[src/rtl/spo_pkg.sv]
// ----------------------------------------------------------------------------
// spo_pkg: shared types and constants of the symmetric peer order block
// Field widths, register codes, reset values, and the structs passed
// between the sequencer, the divider and the register file.
// ----------------------------------------------------------------------------
package spo_pkg;

    // Field widths
    localparam int RANK_W = 8;
    localparam int DIV_W  = 9;
    localparam int POS_W  = 6;
    localparam int CFG_AW = 4;
    localparam int CFG_DW = 32;

    // Parameter defaults
    localparam int MAX_ENTRIES_DEF = 64;
    localparam int MAX_RANKS_DEF   = 256;

    // Register indexes (paddr[3:2])
    localparam logic [1:0] REG_MY_RANK    = 2'd0;
    localparam logic [1:0] REG_RANK_SIZE  = 2'd1;
    localparam logic [1:0] REG_GROUP_SIZE = 2'd2;

    // Register reset values
    localparam logic [RANK_W-1:0] MY_RANK_RST    = 8'd0;
    localparam logic [DIV_W-1:0]  RANK_SIZE_RST  = 9'd8;
    localparam logic [DIV_W-1:0]  GROUP_SIZE_RST = 9'd1;

    typedef struct packed {
        logic [RANK_W-1:0] my_rank;
        logic [DIV_W-1:0]  rank_size;
        logic [DIV_W-1:0]  group_size;
    } t_cfg;

    typedef struct packed {
        logic             start;
        logic [DIV_W-1:0] dividend;
        logic [DIV_W-1:0] divisor;
    } t_div_req;

    typedef struct packed {
        logic             done;
        logic [DIV_W-1:0] quotient;
        logic [DIV_W-1:0] remainder;
    } t_div_rsp;

endpackage

[src/rtl/spo_div.sv]
// ----------------------------------------------------------------------------
// spo_div: shared restoring divider
// One quotient bit per cycle; done is high for a single cycle, registered together with the last bit.
// ----------------------------------------------------------------------------
module spo_div (
    input  logic              i_clk,
    input  logic              i_rst_n,
    input  spo_pkg::t_div_req i_req,
    output spo_pkg::t_div_rsp o_rsp
);

    localparam int DW    = spo_pkg::DIV_W;
    localparam int CNT_W = $clog2(DW + 1);

    logic             r_busy;
    logic             r_done;
    logic [CNT_W-1:0] r_cnt;
    logic [DW-1:0]    r_quo;
    logic [DW-1:0]    r_rem;
    logic [DW-1:0]    r_dsr;
    logic [DW:0]      shifted;
    logic [DW:0]      diff;
    logic             ge;

    // Trial subtract of the shifted partial remainder
    always_comb begin
        shifted = {r_rem, r_quo[DW-1]};
        diff    = shifted - {1'b0, r_dsr};
        ge      = (shifted >= {1'b0, r_dsr});
    end

    // Sequence the iterations
    always_ff @(posedge i_clk) begin
        if (!i_rst_n) begin
            r_busy <= 1'b0;
            r_done <= 1'b0;
            r_cnt  <= '0;
        end else begin
            r_done <= 1'b0;
            if (i_req.start) begin
                r_busy <= 1'b1;
                r_cnt  <= CNT_W'(DW);
            end else if (r_busy) begin
                r_cnt <= r_cnt - CNT_W'(1);
                if (r_cnt == CNT_W'(1)) begin
                    r_busy <= 1'b0;
                    r_done <= 1'b1;
                end
            end
        end
    end

    // Advance quotient and remainder
    always_ff @(posedge i_clk) begin
        if (i_req.start) begin
            r_quo <= i_req.dividend;
            r_rem <= '0;
            r_dsr <= i_req.divisor;
        end else if (r_busy) begin
            r_rem <= ge ? diff[DW-1:0] : shifted[DW-1:0];
            r_quo <= {r_quo[DW-2:0], ge};
        end
    end

    assign o_rsp.done      = r_done;
    assign o_rsp.quotient  = r_quo;
    assign o_rsp.remainder = r_rem;

endmodule

[src/rtl/spo_cfg.sv]
// ----------------------------------------------------------------------------
// spo_cfg: configuration registers
// Holds my_rank, rank_size and group_size behind the APB-style port.
// ----------------------------------------------------------------------------
module spo_cfg (
    input  logic                        i_clk,
    input  logic                        i_rst_n,
    input  logic                        psel,
    input  logic                        penable,
    input  logic                        pwrite,
    input  logic [spo_pkg::CFG_AW-1:0]  paddr,
    input  logic [spo_pkg::CFG_DW-1:0]  pwdata,
    output logic [spo_pkg::CFG_DW-1:0]  prdata,
    output spo_pkg::t_cfg               o_cfg
);

    localparam int RW = spo_pkg::RANK_W;
    localparam int DW = spo_pkg::DIV_W;

    spo_pkg::t_cfg r_cfg;
    logic          wr_en;

    assign wr_en = psel && penable && pwrite;

    // Write the addressed register
    always_ff @(posedge i_clk) begin
        if (!i_rst_n) begin
            r_cfg.my_rank    <= spo_pkg::MY_RANK_RST;
            r_cfg.rank_size  <= spo_pkg::RANK_SIZE_RST;
            r_cfg.group_size <= spo_pkg::GROUP_SIZE_RST;
        end else if (wr_en) begin
            unique case (paddr[3:2])
                spo_pkg::REG_MY_RANK:    r_cfg.my_rank    <= pwdata[RW-1:0];
                spo_pkg::REG_RANK_SIZE:  r_cfg.rank_size  <= pwdata[DW-1:0];
                spo_pkg::REG_GROUP_SIZE: r_cfg.group_size <= pwdata[DW-1:0];
                default: ;
            endcase
        end
    end

    // Read back
    always_comb begin
        unique case (paddr[3:2])
            spo_pkg::REG_MY_RANK:    prdata = spo_pkg::CFG_DW'(r_cfg.my_rank);
            spo_pkg::REG_RANK_SIZE:  prdata = spo_pkg::CFG_DW'(r_cfg.rank_size);
            spo_pkg::REG_GROUP_SIZE: prdata = spo_pkg::CFG_DW'(r_cfg.group_size);
            default:                 prdata = '0;
        endcase
    end

    assign o_cfg = r_cfg;

endmodule

[src/rtl/symmetric_peer_order.sv]
// Items load one per cycle; the closing item leads to a check state, then three divisions
// (one if rank_size fails to divide, none if reordering is off), then the board walk over
// each board distance and candidate rank, then S_DECIDE, then per result S_EMIT_A, S_EMIT_B
// and S_EMIT_W, the last waiting out output stall. One list at a time: input is held off
// from the closing item to the last result. Reset (synchronous, active low) empties the
// list, clears the rank present bits and loads my_rank = 0, rank_size = 8, group_size = 1.
// ----------------------------------------------------------------------------
// symmetric_peer_order: symmetric board-order reordering of a peer list
// Loads a list of peer ranks, then emits their positions either in original
// order or walking boards right-ascending and left-descending by distance.
// ----------------------------------------------------------------------------
module symmetric_peer_order #(
    parameter int MAX_ENTRIES = spo_pkg::MAX_ENTRIES_DEF,
    parameter int MAX_RANKS   = spo_pkg::MAX_RANKS_DEF
) (
    input  logic                        i_clk,
    input  logic                        i_rst_n,
    // input items
    input  logic                        i_in_valid,
    output logic                        o_in_ready,
    input  logic [spo_pkg::RANK_W-1:0]  i_peer_rank,
    input  logic                        i_list_end,
    // result items
    output logic                        o_out_valid,
    input  logic                        i_out_ready,
    output logic [spo_pkg::POS_W-1:0]   o_orig_position,
    output logic [spo_pkg::RANK_W-1:0]  o_out_rank,
    output logic                        o_reordered,
    output logic                        o_run_end,
    // configuration
    input  logic                        psel,
    input  logic                        penable,
    input  logic                        pwrite,
    input  logic [spo_pkg::CFG_AW-1:0]  paddr,
    input  logic [spo_pkg::CFG_DW-1:0]  pwdata,
    output logic [spo_pkg::CFG_DW-1:0]  prdata,
    output logic                        pready
);

    localparam int RW        = spo_pkg::RANK_W;
    localparam int DW        = spo_pkg::DIV_W;
    localparam int ENTRY_AW  = (MAX_ENTRIES > 1) ? $clog2(MAX_ENTRIES) : 1;
    localparam int CNT_W     = $clog2(MAX_ENTRIES + 1);
    localparam int MAP_DEPTH = (MAX_RANKS < (1 << RW)) ? MAX_RANKS : (1 << RW);
    localparam int MAP_AW    = (MAP_DEPTH > 1) ? $clog2(MAP_DEPTH) : 1;

    localparam logic [DW-1:0]    MAP_LIM = DW'(MAP_DEPTH);
    localparam logic [CNT_W-1:0] CNT_MAX = CNT_W'(MAX_ENTRIES);
    localparam logic [CNT_W-1:0] CNT_ONE = CNT_W'(1);

    typedef enum logic [11:0] {
        S_LOAD   = 12'b0000_0000_0001,
        S_CHECK  = 12'b0000_0000_0010,
        S_DIV1   = 12'b0000_0000_0100,
        S_DIV2   = 12'b0000_0000_1000,
        S_DIV3   = 12'b0000_0001_0000,
        S_STEP   = 12'b0000_0010_0000,
        S_RIGHT  = 12'b0000_0100_0000,
        S_LEFT   = 12'b0000_1000_0000,
        S_DECIDE = 12'b0001_0000_0000,
        S_EMIT_A = 12'b0010_0000_0000,
        S_EMIT_B = 12'b0100_0000_0000,
        S_EMIT_W = 12'b1000_0000_0000
    } t_state;

    t_state r_state;
    t_state n_state;

    spo_pkg::t_cfg     cfg;
    spo_pkg::t_div_req r_div_req;
    spo_pkg::t_div_rsp div_rsp;

    // Memories
    logic [RW-1:0]       mem_entry [MAX_ENTRIES];
    logic [ENTRY_AW-1:0] mem_map   [MAP_DEPTH];
    logic [ENTRY_AW-1:0] mem_ob    [MAX_ENTRIES];

    // Control and working registers
    logic [CNT_W-1:0]     r_count;
    logic [RW-1:0]        r_last_rank;
    logic [CNT_W-1:0]     r_remotes;
    logic                 r_reord;
    logic [DW-1:0]        r_boards;
    logic [DW-1:0]        r_tmp;
    logic [DW-1:0]        r_right;
    logic [DW-1:0]        r_left;
    logic [DW-1:0]        r_k;
    logic [DW-1:0]        r_g;
    logic [CNT_W-1:0]     r_walk_len;
    logic                 r_rd_vld;
    logic                 r_present_q;
    logic [ENTRY_AW-1:0]  r_map_q;
    logic [MAP_DEPTH-1:0] r_present;
    logic [CNT_W-1:0]     r_idx;
    logic [ENTRY_AW-1:0]  r_ob_q;
    logic [ENTRY_AW-1:0]  r_pos;
    logic [RW-1:0]        r_store_q;
    logic                 r_out_valid;
    logic                 r_out_end;

    // Combinational helpers
    logic                 accept_in;
    logic                 store_ok;
    logic                 map_ok;
    logic                 own_last;
    logic [CNT_W-1:0]     remotes_c;
    logic                 skip;
    logic [DW-1:0]        cand;
    logic                 walk_rd;
    logic                 take;
    logic [DW:0]          right_sum;
    logic [DW-1:0]        right_nx;
    logic [DW-1:0]        left_nx;
    logic [DW-1:0]        half;
    logic [DW-1:0]        gs_m1;
    logic [CNT_W-1:0]     cnt_m1;
    logic [CNT_W-1:0]     idx_p1;
    logic                 emit_last;
    logic [ENTRY_AW-1:0]  pos_c;

    spo_cfg u_cfg (
        .i_clk   (i_clk),
        .i_rst_n (i_rst_n),
        .psel    (psel),
        .penable (penable),
        .pwrite  (pwrite),
        .paddr   (paddr),
        .pwdata  (pwdata),
        .prdata  (prdata),
        .o_cfg   (cfg)
    );

    spo_div u_div (
        .i_clk   (i_clk),
        .i_rst_n (i_rst_n),
        .i_req   (r_div_req),
        .o_rsp   (div_rsp)
    );

    assign pready     = 1'b1;
    assign o_in_ready = (r_state == S_LOAD);
    assign accept_in  = i_in_valid && o_in_ready;

    // Decode list state, board stepping and emit position
    always_comb begin
        store_ok  = (r_count < CNT_MAX);
        map_ok    = ({1'b0, i_peer_rank} < MAP_LIM);
        own_last  = (r_count != '0) && (r_last_rank == cfg.my_rank);
        remotes_c = own_last ? (r_count - CNT_ONE) : r_count;
        skip      = (r_count <= CNT_ONE) || (remotes_c <= CNT_ONE) ||
                    (cfg.rank_size == '0) || (cfg.group_size == '0);
        cand      = (r_state == S_LEFT) ? (r_left + r_k) : (r_right + r_k);
        walk_rd   = ((r_state == S_RIGHT) || (r_state == S_LEFT)) && (cand < MAP_LIM);
        take      = r_rd_vld && r_present_q && (r_walk_len < CNT_MAX);
        right_sum = {1'b0, r_right} + {1'b0, cfg.group_size};
        right_nx  = (right_sum >= {1'b0, cfg.rank_size}) ? '0 : right_sum[DW-1:0];
        left_nx   = (r_left == '0) ? (cfg.rank_size - cfg.group_size)
                                   : (r_left - cfg.group_size);
        half      = r_boards >> 1;
        gs_m1     = cfg.group_size - DW'(1);
        cnt_m1    = r_count - CNT_ONE;
        idx_p1    = r_idx + CNT_ONE;
        emit_last = (idx_p1 == r_count);
        if (!r_reord) begin
            pos_c = r_idx[ENTRY_AW-1:0];
        end else if (r_idx < r_remotes) begin
            pos_c = r_ob_q;
        end else begin
            pos_c = cnt_m1[ENTRY_AW-1:0];
        end
    end

    // Next state
    always_comb begin
        n_state = r_state;
        unique case (r_state)
            S_LOAD: begin
                if (accept_in && i_list_end) n_state = S_CHECK;
            end
            S_CHECK: begin
                n_state = skip ? S_EMIT_A : S_DIV1;
            end
            S_DIV1: begin
                if (div_rsp.done) begin
                    n_state = (div_rsp.remainder != '0) ? S_EMIT_A : S_DIV2;
                end
            end
            S_DIV2: begin
                if (div_rsp.done) n_state = S_DIV3;
            end
            S_DIV3: begin
                if (div_rsp.done) n_state = S_STEP;
            end
            S_STEP: begin
                n_state = (r_g == half) ? S_DECIDE : S_RIGHT;
            end
            S_RIGHT: begin
                if (r_k == gs_m1) n_state = (r_left != r_right) ? S_LEFT : S_STEP;
            end
            S_LEFT: begin
                if (r_k == '0) n_state = S_STEP;
            end
            S_DECIDE: n_state = S_EMIT_A;
            S_EMIT_A: n_state = S_EMIT_B;
            S_EMIT_B: n_state = S_EMIT_W;
            S_EMIT_W: begin
                if (i_out_ready) n_state = emit_last ? S_LOAD : S_EMIT_A;
            end
            default: n_state = S_LOAD;
        endcase
    end

    // Sequencer registers
    always_ff @(posedge i_clk) begin
        if (!i_rst_n) begin
            r_state     <= S_LOAD;
            r_count     <= '0;
            r_present   <= '0;
            r_rd_vld    <= 1'b0;
            r_walk_len  <= '0;
            r_div_req   <= '0;
            r_out_valid <= 1'b0;
            r_reord     <= 1'b0;
            r_idx       <= '0;
        end else begin
            r_state         <= n_state;
            r_div_req.start <= 1'b0;
            r_rd_vld        <= walk_rd;
            if (take) r_walk_len <= r_walk_len + CNT_ONE;
            unique case (r_state)
                S_LOAD: begin
                    if (accept_in && store_ok) begin
                        r_count     <= r_count + CNT_ONE;
                        r_last_rank <= i_peer_rank;
                        if (map_ok) r_present[i_peer_rank[MAP_AW-1:0]] <= 1'b1;
                    end
                end
                S_CHECK: begin
                    r_remotes <= remotes_c;
                    r_reord   <= 1'b0;
                    r_idx     <= '0;
                    if (!skip) begin
                        r_div_req <= '{start: 1'b1, dividend: cfg.rank_size,
                                       divisor: cfg.group_size};
                    end
                end
                S_DIV1: begin
                    if (div_rsp.done && (div_rsp.remainder == '0)) begin
                        r_boards  <= div_rsp.quotient;
                        r_div_req <= '{start: 1'b1, dividend: DW'(cfg.my_rank),
                                       divisor: cfg.rank_size};
                    end
                end
                S_DIV2: begin
                    if (div_rsp.done) begin
                        r_tmp     <= div_rsp.remainder;
                        r_div_req <= '{start: 1'b1, dividend: DW'(cfg.my_rank),
                                       divisor: cfg.group_size};
                    end
                end
                S_DIV3: begin
                    // own board base = (my_rank mod rank_size) - (my_rank mod group_size)
                    if (div_rsp.done) begin
                        r_right    <= r_tmp - div_rsp.remainder;
                        r_left     <= r_tmp - div_rsp.remainder;
                        r_g        <= '0;
                        r_walk_len <= '0;
                    end
                end
                S_STEP: begin
                    if (r_g != half) begin
                        r_g     <= r_g + DW'(1);
                        r_right <= right_nx;
                        r_left  <= left_nx;
                        r_k     <= '0;
                    end
                end
                S_RIGHT: begin
                    if (r_k != gs_m1) r_k <= r_k + DW'(1);
                end
                S_LEFT: begin
                    if (r_k != '0) r_k <= r_k - DW'(1);
                end
                S_DECIDE: begin
                    r_reord <= (r_walk_len == r_remotes);
                end
                S_EMIT_A: ;
                S_EMIT_B: begin
                    r_out_valid <= 1'b1;
                end
                S_EMIT_W: begin
                    if (i_out_ready) begin
                        r_out_valid <= 1'b0;
                        if (emit_last) begin
                            r_count   <= '0;
                            r_present <= '0;
                        end else begin
                            r_idx <= idx_p1;
                        end
                    end
                end
                default: ;
            endcase
        end
    end

    // Hold the present bit of the candidate for the write-back cycle
    always_ff @(posedge i_clk) begin
        if (walk_rd) r_present_q <= r_present[cand[MAP_AW-1:0]];
    end

    // Entry store: write on load, read at the emit position
    always_ff @(posedge i_clk) begin
        if (accept_in && store_ok) mem_entry[r_count[ENTRY_AW-1:0]] <= i_peer_rank;
        if (r_state == S_EMIT_B) begin
            r_store_q <= mem_entry[pos_c];
            r_pos     <= pos_c;
            r_out_end <= emit_last;
        end
    end

    // Rank-to-position map: later duplicates overwrite earlier ones
    always_ff @(posedge i_clk) begin
        if (accept_in && store_ok && map_ok) begin
            mem_map[i_peer_rank[MAP_AW-1:0]] <= r_count[ENTRY_AW-1:0];
        end
        if (walk_rd) r_map_q <= mem_map[cand[MAP_AW-1:0]];
    end

    // Order buffer: append found positions, read back in emit order
    always_ff @(posedge i_clk) begin
        if (take) mem_ob[r_walk_len[ENTRY_AW-1:0]] <= r_map_q;
        if (r_state == S_EMIT_A) r_ob_q <= mem_ob[r_idx[ENTRY_AW-1:0]];
    end

    assign o_out_valid     = r_out_valid;
    assign o_orig_position = spo_pkg::POS_W'(r_pos);
    assign o_out_rank      = r_store_q;
    assign o_reordered     = r_reord;
    assign o_run_end       = r_out_end;

endmodule

[config.mk]
export PLATFORM = sky130hd
export DESIGN_NAME = symmetric_peer_order
export DESIGN_NICKNAME = d
export VERILOG_FILES = /design/src/rtl/spo_pkg.sv /design/src/rtl/spo_div.sv /design/src/rtl/spo_cfg.sv /design/src/rtl/symmetric_peer_order.sv
export SDC_FILE = /design/constraint.sdc
export NUM_CORES = 2
export LEC_CHECK = 0
export ABC_AREA = 1
export BUFFER_PORTS_ARGS = -buffer_cell sky130_fd_sc_hd__buf_4
export CAP_MARGIN = 20
export CORE_AREA = 2 2 500 502
export CTS_CLUSTER_DIAMETER = 200
export DETAILED_ROUTE_END_ITERATION = 8
export DIE_AREA = 0 0 502 504
export PLACE_DENSITY = 0.65
export SLEW_MARGIN = 20
export SYNTH_ARGS = -nofsm -noshare
export SYNTH_HDL_FRONTEND = slang
export SYNTH_SLANG_ARGS = --single-unit
[constraint.sdc]
create_clock -name i_clk -period 6.85 [get_ports i_clk]
set_input_delay 0 -clock i_clk [delete_from_list [all_inputs] [get_ports i_clk]]
set_output_delay 0 -clock i_clk [all_outputs]
set_load 0.01 [all_outputs]
### Yosys cells after proc, flatten, opt, wreduce, memory -nomap -nowiden

Memories as Yosys holds them, arrays and structs flattened. A register that Yosys moved wholly into a read port is not among the register bits.
Index checks and enable logic that the tools add are counted.

| operators by class | value |
|---|---|
| add/sub/neg operators | 16 |
| $lt $le $gt $ge | 11 |
| eq/ne operators | 38 |
| multiplexer cells | 70 |
| bitwise gates (word level) | 3 |
| reduce and logical (&&, ||, !) cells | 48 |

Operators with widths:

| operator | number |
|---|---|
| $mux W256 | 3 |
| $pmux W256 S2 | 1 |
| $or A256 B256 Y256 | 1 |
| $pmux W12 S12 | 1 |
| $mux W9 | 15 |
| $mux W12 | 7 |
| $mux W7 | 9 |
| $mux W19 | 3 |
| $pmux W19 S3 | 1 |
| $pmux W9 S2 | 3 |
| $pmux W9 S3 | 2 |
| $logic_not A9 Y1 | 5 |
| $sub A9 B9 Y9 | 4 |
| $mux W10 | 3 |
| $pmux W7 S2 | 2 |
| $add A7 B1 Y7 const B | 3 |
| $ge A10 B9 Y1 | 2 |
| $add A9 B1 Y9 const B | 2 |
| $add A9 B9 Y9 | 2 |
| $lt A8 B9 Y1 const B | 2 |
| $ne A2 B1 Y1 const B | 9 |
| $ne A9 B9 Y1 | 2 |
| $reduce_bool A9 Y1 | 2 |
| $sub A9 B1 Y9 const B | 2 |
| 50 further kinds | 100 |

| storage, ports and cells | value |
|---|---|
| flip-flop bits (word level) | 447 |
| RAM bits | 2432 |
| input port bits | 52 |
| word-level logic and storage cells | 221 |
| memories kept | 3 |

Memory list:

| name | words | bits a word | rd ports | clocked after memory_dff | wr ports | line | RTL |
|---|---|---|---|---|---|---|---|
| mem_map | 256 | 6 | 1 | 1 | 1 | symmetric_peer_order.sv:75 | `logic [ENTRY_AW-1:0] mem_map [MAP_DEPTH];` |
| mem_entry | 64 | 8 | 1 | 1 | 1 | symmetric_peer_order.sv:74 | `logic [RW-1:0] mem_entry [MAX_ENTRIES];` |
| mem_ob | 64 | 6 | 1 | 1 | 1 | symmetric_peer_order.sv:76 | `logic [ENTRY_AW-1:0] mem_ob [MAX_ENTRIES];` |

### Depth between registers and ports, before layout

| logic depth | value |
|---|---|
| word-level depth | 9 |
| gate-level depth with buffers | 26 |

### Cells and area by module

Synthesis repeated with hierarchy kept, for this count alone.

| second synthesis, totals | value |
|---|---|
| cell total of the unflattened synthesis | 11412 |
| area total of the unflattened synthesis | 123866.3 um^2 |

By module, submodules not included:

| module | times used | cells an instance | area an instance (um^2) |
|---|---|---|---|
| symmetric_peer_order | 1 | 10943 | 120446.8 |
| spo_div | 1 | 250 | 1950.6 |
| spo_cfg | 1 | 219 | 1468.9 |

### Worst setup path after synthesis

OpenSTA, ideal clock, no wires.

| timing path | value |
|---|---|
| path kind | reg2reg |
| start point | reg r_count[0] |
| end point | reg r_store_q[5], in the netlist o_out_rank[5] (read register of mem_entry), data pin |
| setup time | 255 ps |
| arrival time | 5703 ps |
| path slack | 893 ps |
| stages on the path, launching flop included | 14 |
| clock period less this slack | 5957 ps |
| path through | dfxtp_1 > inv_2 > ha_1 > nand3_1 > nand2_1 > inv_1 > nand2_1 > o211ai_1 > o21ai_1 > inv_1 > clkbuf_1 > nand3_1 > nand3_1 > nand2_1 |

| between the ends | value |
|---|---|
| cells in the longest elaborated chain, start to end | 3 |

RTL lines:

| element | line | RTL |
|---|---|---|
| start: declaration | symmetric_peer_order.sv:79 | `logic [CNT_W-1:0] r_count;` |
| start signal: assignment | symmetric_peer_order.sv:233 | `r_count <= r_count + CNT_ONE;` |
| $sub A7 B1 Y7 | symmetric_peer_order.sv:161 | `cnt_m1 = r_count - CNT_ONE;` |
| $mux W6 | symmetric_peer_order.sv:166 | `end else if (r_idx < r_remotes) begin` |
| $mux W6 | symmetric_peer_order.sv:164 | `if (!r_reord) begin` |
| end: declaration | symmetric_peer_order.sv:97 | `logic [RW-1:0] r_store_q;` |

Every way passes these cells.
A chain may end at the register's enable or synchronous reset.

### Worst setup path after layout

| timing path | value |
|---|---|
| start point | reg r_state[8] |
| end point | reg r_map_q[5] (read register of mem_map), data pin |

| between the ends | value |
|---|---|
| cells in the longest elaborated chain, start to end | 4 |

RTL lines:

| element | line | RTL |
|---|---|---|
| start: declaration | symmetric_peer_order.sv:66 | `t_state r_state;` |
| start signal: assignment | symmetric_peer_order.sv:226 | `r_state <= n_state;` |
| $eq A12 B8 Y1 | symmetric_peer_order.sv:152, symmetric_peer_order.sv:153 |  |
| $mux W9 | symmetric_peer_order.sv:152 | `cand = (r_state == S_LEFT) ? (r_left + r_k) : (r_right + r_k);` |
| $lt A9 B9 Y1 | symmetric_peer_order.sv:153 | `walk_rd = ((r_state == S_RIGHT) \|\| (r_state == S_LEFT)) && (cand < MAP_LIM);` |
| $logic_and A1 B1 Y1 | symmetric_peer_order.sv:153 |  |
| end: declaration | symmetric_peer_order.sv:92 | `logic [ENTRY_AW-1:0] r_map_q;` |

Parallel ways exist; a longest one is shown, timed or not.

==> metrics.md <==
| Metric | Value |
|---|---|
| Final net count | 11300 |
| Chip height | between 500 and 600 um |
| Top post-synthesis cells by area | edfxtp_1, dfxtp_1, o21ai_0, nand3_1, nand2_1 |
| DRC Markers | 0 |
| Max-Cap Viols | 0 |
| Rel. slew slack | 0.198 |
| FF-to-FF End | r_map_q[5] |
| Final period util | 0.856 |
| Worst reg-to-reg setup slack | 0.99 ns |
| Yosys cell types | 54 |
| Internal | a little under 0.03 W |
| Area leader, netlist | edfxtp_1 |
| Skew final | 0.0661 ns |
| Vias in the first global route | 82900 |
| Initial core utilization | 0.497 |
| Fin. Hold Viols | 0 |
| Vias | 87100 |
| Mapped Area | about 120000 um2 |
| Fin crit period | 5.86 ns |
| Initial antenna violation count | 8 |
| Post-CTS Setup Inserts | 0 |
| PD cells | 279 nW/um2 |
| Seq/Total Area, Yosys | 0.678 |
| Clk Latency, worst-skew pair | 0.97 ns |
| Clk buf depth | 4 |
| Sink Count | 2898 |
| Setup CP Type | reg -> reg |
| CTS tree | built |
| Post-synth EDFFs | 2546 |
| P&R area growth vs syn | 10.6% |
| Combinational Power Share | 0.064 |
| Maximum VDD drop | 0.303 mV |
| Hold path start | i_peer_rank[6] |
| Final setup violating endpoints | 0 |
| Fmax | 171 MHz |
| Synth warn | 0 |
| Initial DRC Count | 10800 |
| #FFs+latches synth | 2898 |
| CTS buffer count | 315 |
| Post-DRT Antenna Nets | 0 |
| Clock-pin slew on the worst setup and hold paths | ~0.060 ns |
| Status | completed |
| Rows | 183 |
| Critical Path Source Type | register |
| I/O pin total | 103 |
| DIE AREA | 253000 um2 |
| Clock power share | 0.414 |
| GPL Wtd Cong | 0.884 |
| Syn Area/Cell | 10.9 um2 |
| Post-synth top flop | edfxtp_1 |
| CP max FO | 135 |
| Global route total overflow | 0 |
| Die X | 502 um |
| Critical R2R Launch | r_state[8] |
| RSZ-0062 raised after global routing | no |
| Worst EP required | 7.63 ns |
| DRT Wirelength | 340000 um |
| Hold Path Sink | mem_entry[32][6] |
| First-pass GRT wire length | 509000 um |
| Pre-antenna DRT Iters | 6 |
| Lkg Pwr | about 47 nW |
| Sw Ratio | 0.234 |
| Commonest non-fill, non-tap cell in the layout | edfxtp_1 |
| Asr flop ratio synth | 0 |
| Arrival time at the worst endpoint | 6.64 ns |
| Net load switching power | 0.00886 W |
| Fin Setup TNS | 0 ns |
| Global Route Usage Sum | 0.262 |
| R2R cell count | 22 |
| Hold WC Path Type | in -> reg |
| Port Buf Inserts | 53 |
| Flop pwr share | 0.521 |
| Final Max Tran Viols | 0 |
| Dpl ws | 1.16 ns |
| Synth Instances | roughly 11000 |
| Fin worst setup slack | 0.987 ns |
| Vias per inst | around 5.9 |
| Most frequent cells in the layout | edfxtp_1, nand2_1, nor2_1 |
| Share of layout cells above drive strength 1 | 0.0641 |
| Core area | 248000 um2 |
| Fillcell total | 20700 |
| Slew @ Worst Pin | between 1 and 1.5 ns |
| Share of the synthesized area in the top cell type | 0.621 |
| Root Buffer | clkbuf_16 |
| Crit path capture type | register |
| Largest net degree at the start of global routing | 207 |
| Routed length per instance | approximately 23 um |
| Htree depth | 5 |
| Post-DP HPWL | slightly below 200000 um |
| Hold depth | 2 |
## registers in the layout (all words and copies together), names as in the netlist, 12 cells and up
register     count
mem_map       1536
mem_entry      512
mem_ob         384
r_present      256
u_cfg.o_cfg     26
r_div_req       19
r_state         12
## cells in the mapped netlist, types with 2 or more instances
master,n
xnor2_1,29
xor2_1,43
nor3b_1,5
dfxtp_1,352
inv_2,22
buf_1,71
nand4_1,20
nor3_1,420
o21ai_1,19
fa_1,6
nand2_4,2
nor4_1,10
o22ai_1,426
a31oi_1,7
buf_2,154
o211ai_1,59
o31ai_1,4
nand3_1,1032
or2_2,12
edfxtp_1,2546
buf_6,10
buf_4,37
nor2_1,1267
clkinv_1,9
nand2_1,1367
o221ai_1,64
a21oi_1,505
nand2_2,5
a211oi_1,9
clkbuf_1,515
o21ai_0,1182
conb_1,2
inv_1,876
o21bai_1,5
nor2_2,3
o21a_1,136
ha_1,74
nand3_2,2
## power by group through the flow
stage	clock network, W	logic, W	registers (W)
floorplan	0	0.00130	0.0204
global placement	0	0.00228	0.0201
detailed placement	0	0.00232	0.0202
CTS	0.0159	0.00236	0.0198
global route	0.0166	0.00259	0.0198
finish	0.0157	0.00243	0.0198
## through the flow
step                cell area (um2)  utilization  total power (W)  hold slack [ns]  instances
floorplan                    123000            -           0.0217           0.0989      11300
global placement             126000        0.509           0.0224            0.254      14100
detailed placement           126000        0.510           0.0225            0.260      14100
CTS                          136000        0.549           0.0380           0.0532      14700
global route                 136000        0.550           0.0389            0.107      14700
finish                       136000        0.550           0.0379            0.107      14700
## worst max-delay path: stages (launching register included)
cell	delay, ns
dfxtp_1	0.31
inv_1	0.07
nand2_1	0.11
nor2_1	0.24
nand2_1	0.15
inv_1	0.11
nand2_1	0.35
inv_1	0.45
nor2_1	0.07
a21oi_1	0.19
inv_1	0.09
fa_4	0.75
inv_8	0.68
buf_12	0.35
o21ai_0	0.13
o22ai_1	0.20
nand2_1	0.08
nand3_1	0.12
nand3_1	0.13
nand3_1	0.39
nand3_1	0.27
nand2_1	0.13
o21a_1	0.11
## how the worst max path moves through the flow
| stage | startpoint | endpoint | slack, ns |
|---|---|---|---|
| 2_1_floorplan | r_count[0] | o_out_rank[5] | 0.89 |
| 3_3_place_gp | r_state[9] | r_map_q[2] | 1.23 |
| 3_5_place_dp | r_state[8] | r_map_q[1] | 1.16 |
| 4_1_cts | r_state[8] | r_map_q[1] | 1.15 |
| 5_1_grt | r_state[8] | r_map_q[2] | 0.68 |
| 6_report | r_state[8] | r_map_q[5] | 0.99 |
## layout make-up
class / count / area, um2 / share of cell area
clock inverters: 130 / 886 / 0.00651
well taps: 3330 / 4170 / 0.0306
flip-flops and latches: 2898 / 83500 / 0.614
diodes: 1 / 2.50 / 0.0000184
multi-input cells: 6752 / 33100 / 0.243
repair buffers: 269 / 2470 / 0.0182
inverters: 908 / 3450 / 0.0253
clock buffers: 405 / 8460 / 0.0622
## routing by layer
| layer | wire length [um] | GRT usage |
|---|---|---|
| met4 | 11900 | 0.0923 |
| met5 | 0 | 0 |
| met3 | 34100 | 0.0500 |
| met2 | 155000 | 0.405 |
| met1 | 139000 | 0.370 |
## logic make-up after synthesis
family | after synthesis | synth area share
xor+xnor | 72 | 0.00512
flops | 2898 | 0.678
other cells | 2 | 0.0000610
buf+inv | 1695 | 0.0550
simple gates | 4153 | 0.143
compound gates | 2423 | 0.109
fa+ha+maj | 80 | 0.00850
## what timing repair did
item / in CTS / in global routing
hold endpoints to repair: 740 / 0
hold buffers: 52 / 0
resized for setup: 0 / 0
Power figures use the tool's default switching activity.
